### config.mk
export PLATFORM = sky130hd
export DESIGN_NAME = sacl_front
export DESIGN_NICKNAME = d
export VERILOG_FILES = /design/src/sv/sacl_pkg.sv /design/src/sv/sacl_front.sv
export VERILOG_INCLUDE_DIRS = /design/src /design/src/sv
export SDC_FILE = /design/constraint.sdc
export NUM_CORES = 1
export LEC_CHECK = 0
export ABC_AREA = 1
export BUFFER_PORTS_ARGS = -buffer_cell sky130_fd_sc_hd__buf_2
export CAP_MARGIN = 20
export CELL_PAD_IN_SITES_DETAIL_PLACEMENT = 2
export CELL_PAD_IN_SITES_GLOBAL_PLACEMENT = 2
export CORE_ASPECT_RATIO = 0.7
export CORE_MARGIN = 2
export CORE_UTILIZATION = 32
export CTS_BUF_LIST = sky130_fd_sc_hd__clkbuf_8
export DETAILED_ROUTE_END_ITERATION = 16
export HOLD_SLACK_MARGIN = 0.12
export PLACE_DENSITY = 0.9
export REMOVE_ABC_BUFFERS = 1
export SETUP_SLACK_MARGIN = 0.4
export SLEW_MARGIN = 30
export SYNTH_ARGS = -nofsm -noshare
export SYNTH_HDL_FRONTEND = slang
export SYNTH_SLANG_ARGS = --single-unit
### constraint.sdc
create_clock -name clk_i -period 2.6 [get_ports clk_i]
set_input_delay 0.13 -clock clk_i [delete_from_list [all_inputs] [get_ports clk_i]]
set_output_delay 0.13 -clock clk_i [all_outputs]
set_load 0.1 [all_outputs]
### src/sv/assert_macros.svh
// Assertion macros shared by the RTL files.
`ifndef ASSERT_MACROS_SVH
`define ASSERT_MACROS_SVH
`ifndef SYNTH
`define ASSERT_IMPL(lbl, clk, rstn, prop) \
  lbl: assert property (@(posedge clk) disable iff (!rstn) prop) else $error("%m failed");
`define ASSERT_NEVER(lbl, clk, rstn, cond) \
  lbl: assert property (@(posedge clk) disable iff (!rstn) !(cond)) else $error("%m failed");
`else
`define ASSERT_IMPL(lbl, clk, rstn, prop)
`define ASSERT_NEVER(lbl, clk, rstn, cond)
`endif
`endif

### src/sv/sacl_pkg.sv
// Package of shared types and constants for the cache tag controller.
package sacl_pkg;
  localparam int unsigned BlockBytesDef = 64;
  localparam int unsigned SetsDef = 64;
  localparam int unsigned WaysDef = 4;
  localparam int unsigned AddrBits = 32;
  localparam int unsigned QueueDepth = 2;

  typedef enum logic [1:0] {
    CmdFill = 2'd0,
    CmdWriteback = 2'd1,
    CmdWrite = 2'd2,
    CmdResp = 2'd3
  } cmd_kind_e;

  typedef enum logic {
    CfgWriteThrough = 1'b0,
    CfgWriteAllocate = 1'b1
  } cfg_index_e;

  typedef enum logic [2:0] {
    StIdle,
    StRead,
    StProbe,
    StFill,
    StWback,
    StWrite,
    StResp
  } back_state_e;

  typedef struct packed {
    logic [31:0] address;
    logic        is_read;
    logic [3:0]  access_bytes;
  } access_t;

  typedef struct packed {
    logic [1:0]  command_kind;
    logic [31:0] lower_address;
    logic [6:0]  lower_bytes;
    logic        hit;
    logic [1:0]  way;
    logic [31:0] access_total;
    logic [31:0] miss_total;
    logic        last_result;
  } result_t;
endpackage

### src/sv/sacl_front.sv
// Front end: takes accesses into a short queue for the back end.
module sacl_front (
  input  logic              clk_i,
  input  logic              rst_ni,
  input  logic              push,
  output logic              full,
  input  sacl_pkg::access_t in_i,
  output logic              avail_o,
  output sacl_pkg::access_t head_o,
  input  logic              take_i
);
  localparam int unsigned D = sacl_pkg::QueueDepth;
  sacl_pkg::access_t mem_q [D];
  logic rp_q, wp_q;
  logic [1:0] cnt_q;
  logic do_push, do_pop;

  assign full = (cnt_q == 2'(D));
  assign avail_o = (cnt_q != 2'd0);
  assign head_o = mem_q[rp_q];
  assign do_push = push && !full;
  assign do_pop = take_i && avail_o;

  always_ff @(posedge clk_i) begin
    if (do_push) begin
      mem_q[wp_q] <= in_i;
    end
  end

  always_ff @(posedge clk_i or negedge rst_ni) begin
    if (!rst_ni) begin
      rp_q <= 1'b0;
      wp_q <= 1'b0;
      cnt_q <= 2'd0;
    end else begin
      if (do_push) wp_q <= ~wp_q;
      if (do_pop) rp_q <= ~rp_q;
      cnt_q <= cnt_q + 2'(do_push) - 2'(do_pop);
    end
  end

  `include "assert_macros.svh"
  `ASSERT_NEVER(a_no_overflow, clk_i, rst_ni, cnt_q > 2'(D))
  `ASSERT_IMPL(a_pop_drops, clk_i, rst_ni, (do_pop && !do_push) |=> cnt_q == $past(cnt_q) - 2'd1)
  `ASSERT_IMPL(a_push_grows, clk_i, rst_ni, (do_push && !do_pop) |=> cnt_q == $past(cnt_q) + 2'd1)
endmodule

Word-level counts from Yosys, hierarchy flattened
Memories as Yosys holds them, arrays and structs flattened. Cells that the tools add are included.

Word-level logic and storage cells: 15. Memories: 1. Memory bits (writable): 74. Bits in registers: 4.

Memories: mem_q (depth 2, width 37, read ports 1, clocked after Yosys merged registers in 0, wr ports 1, RTL line sacl_front.sv:13) `sacl_pkg::access_t mem_q [D];`.

Reduce and logical (&&, ||, !) cells: 4. Bitwise operators: 2. Muxes and demuxes: 2. Add/sub/neg operators: 2. Eq/ne operators: 1.

Operator list (number): $add 2x1->2 (1); $eq 2x2->1 const B (1); $logic_and 1x1->1 (2); $mux 1 (2); $not 1->1 (2); $reduce_bool 2->1 (1); $sub 2x1->2 (1); $logic_not 1->1 (1).

Longest topological paths before layout
Depth after elaboration: 5. Mapped depth: 10. Mapped depth without buffers: 10.

Worst setup path before layout
OpenSTA, ideal clock, no wires.

Path type: register -> register. Start point: reg cnt_q[1]. End point: mem mem_q[1][0] (netlist name) (enable). Setup slack: 51 ps. Required time: 2169 ps. Buffers on the path: 0. Arrival time: 2118 ps. Clock period less this slack: 2549 ps. Cell stages (with the launch flop): 4. Path through: dfrtp_1 -> nand2_1 -> nand2_1 -> nor2_1.

Cells in the longest elaborated chain, start to end: 5.

RTL lines: start, declared (RTL line sacl_front.sv:15) `logic [1:0] cnt_q;`; start signal, assigned (RTL line sacl_front.sv:38) `cnt_q <= cnt_q + 2'(do_push) - 2'(do_pop);`; $eq 2x2->1 (RTL line sacl_front.sv:18) `assign full = (cnt_q == 2'(D));`; $logic_not 1->1 (RTL line sacl_front.sv:21) `assign do_push = push && !full;`; $logic_and 1x1->1 (RTL line sacl_front.sv:21); $mux 1 (RTL line sacl_front.sv:25) `if (do_push) begin`; $mux 1 (not written as such) (RTL line sacl_front.sv:26) `mem_q[wp_q] <= in_i;`; end, declared (RTL line sacl_front.sv:13).

No other way between the ends.

==> impl_metrics.py <==
metrics = {
    "timing": {
        "rsz0062_at_grt": "false",
        "period_needed_ps": 1960,
        "final-hold-violation-count": 0,
        "fin_crit_sh_pct": 75.5,
        "fmax_mhz": 510,
        "slew-limit-headroom_pct": 62.1,
        "worst_pin_slew_ps": 567,
        "slew_viol_final": 0,
        "finalSetupTns_ps": 0,
        "final-setup-viol-count": 0,
        "fin_worst_skew_ps": 5.57,
    },
    "worst_setup_path": {
        "cp_slowest_stage_delay_ps": 430,
        "crit_path_start_kind": "flop",
        "critPathCaptureType": "primary output",
        "worstSetupPathType": "reg2out",
        "ff2ff_path_depth": 5,
        "r2r_slack_ps": 830,
        "path_common_cell": "nand2_1",
        "worstPathMaxFanout": 38,
        "cp_data_required_time_ps": 2470,
        "crit_path_cell_trace": "buf_4 > nand2_1 > nand2_1 > buf_2",
        "slowest_stage": "buf_2",
        "r2r_end": "mem_q[0][36]$_DFFE_PP_",
        "reg2reg_from": "cnt_q[0]$_DFF_PN0_",
        "arrival_ps": 1830,
    },
    "global_route": {
        "grt_antenna_before_repair": 0,
        "grt_use_total_pct": 17.2,
        "grt-ovfl-total": 0,
        "grt_max_degree": 39,
        "grt_pass1_wl_mm": 12.7,
        "grt_pass1_vias": 2438,
    },
    "clock_tree": {
        "clkTransAtPathRegs_ps": 70,
        "cts.sinks": 78,
        "cts-root-buf": "clkbuf_8",
        "clock_path_buffers": 2,
        "cts_tree": "done",
        "cts_buffers": 9,
        "cts.repair_timing.setup_buffer_count": 0,
        "clk_latency_ps": 360,
        "ctsHtreeMaxLevel": 3,
    },
    "detailed_routing": {
        "route.detailed.drc": 0,
        "wire_per_inst_um": 16.4,
        "post_drt_via_cell_ratio": 4.43,
        "detail-route-antenna-nets": 0,
        "dr.pass1.iters": 4,
        "vias": 2136,
        "drt_first_iter_violations": 47,
        "routed_wl_mm": 7.89,
    },
    "place": {
        "gp_congestion": 0.722,
        "place_hpwl_mm": 5.07,
        "io_buffers": 79,
    },
    "logic_synthesis": {
        "synth_area_um2": 2940,
        "syn_avg_cell_area_um2": 13.0,
        "syn_inst": 226,
        "synth-seq-cells": 78,
        "yosys_warnings": 0,
        "netlist-cell-type-count": 11,
        "synth-seq-area-share_pct": 79.0,
    },
    "min_path": {
        "min_to": "mem_q[1][9]$_DFFE_PP_",
        "hp-start": "in_i[9]",
        "hold_class": "in2reg",
        "hold_depth": 2,
    },
    "run_status": {
        "status": "completed",
    },
    "floorplan": {
        "dieHeight_um": 84.2,
        "dieArea_um2": 9980,
        "chipWidth_um": 119,
        "coreArea_um2": 9000,
        "num_io_pins": 80,
        "rows": 29,
        "initial_core_util_pct": 32.7,
    },
    "cells_and_area": {
        "syn_to_final_growth_pct": 38.3,
        "n_antenna_cell": 0,
        "layout-drive-gt1-share_pct": 27.1,
        "fin_util_pct": 45.2,
        "nNetsFinal": 396,
    },
    "flow_run": {
        "cap_violations": 0,
    },
}
## through the flow
stage          instance area, um2  instances  hold WS (ps)  setup slack, ps
2_1_floorplan                2870        218          -166             50.7
3_3_place_gp                 3470        425         -59.4              665
3_5_place_dp                 3470        425         -60.9              554
4_1_cts                      4060        482           469              463
5_1_grt                      4070        482           482              481
6_report                     4070        482           496              638
## sequential cells by signal (all words and copies together) (netlist names)
| register | flops |
|---|---|
| cnt_q | 2 |
| mem_q | 74 |
| rp_q | 1 |
| wp_q | 1 |
## final cells by class
| cell class | count | area [um2] |
|---|---|---|
| fill | 942 | 4930 |
| sequential | 78 | 2320 |
| timing repair buffer | 124 | 848 |
| multi-input combinational | 130 | 517 |
| tap | 124 | 155 |
| clock buffer | 9 | 124 |
| clock inverter | 7 | 56.3 |
| inverter | 10 | 42.5 |
## synth_stat cells
cell type,number,area [um2]
buf_2,2,10.0
nand2_1,124,465
inv_1,9,33.8
buf_6,4,45.0
nand3_1,3,15.0
buf_4,2,15.0
nor2_1,1,3.75
edfxtp_1,74,2220
dfrtp_1,4,100
inv_2,1,3.75
ha_1,2,25.0
## worst max path at each step
stage,startpoint,endpoint,slack (ps),cells after the start
4_1_cts,rp_q$_DFFE_PN0P_,head_o[1],460,4
5_1_grt,rp_q$_DFFE_PN0P_,head_o[4],480,4
2_1_floorplan,cnt_q[1]$_DFF_PN0_,mem_q[1][0]$_DFFE_PP_,50,3
3_3_place_gp,cnt_q[0]$_DFF_PN0_,mem_q[0][12]$_DFFE_PP_,670,5
6_report,rp_q$_DFFE_PN0P_,head_o[1],640,4
3_5_place_dp,cnt_q[0]$_DFF_PN0_,mem_q[0][33]$_DFFE_PP_,550,5
## cells by family after synthesis
| family | count (synthesis) | synth area share (%) |
|---|---|---|
| fa+ha+maj | 2 | 0.851 |
| buf+inv | 18 | 3.66 |
| flops | 78 | 79.0 |
| simple gates | 128 | 16.5 |
## timing repair
item	4_1_cts	5_1_grt
endpoints found under the setup margin	0	27
resized for setup	0	2
hold buffers	41	0
hold endpoints to repair	80	0
## cell usage in the layout, fill, tap and decap left out
master / n
buf_2: 79
buf_4: 3
dfrtp_1: 4
clkbuf_8: 9
nand3_1: 3
edfxtp_1: 74
bufinv_16: 1
clkinv_1: 4
nand2_1: 124
inv_1: 9
buf_12: 1
clkinv_2: 1
ha_1: 2
nor2_4: 1
dlygate4sd3_1: 41
clkinvlp_4: 2
## per-layer routing
metal	share of wire [%]	up-vias	GRT usage (%)
met5	0	-	0
met4	1.9	0	7.25
met3	5.2	15	5.64
met2	53	65	31.3
met1	40	1058	18.5
li1	-	998	-
## critical path, delay by kind of cell (launching register included)
kind | cells | cell delay [ps]
buffers and inverters | 2 | 830
DFF | 1 | 370
and+or+nand+nor | 2 | 260
Power is not shown: default switching activity piles up to over one toggle a cycle in this logic, so the estimate is an artifact.
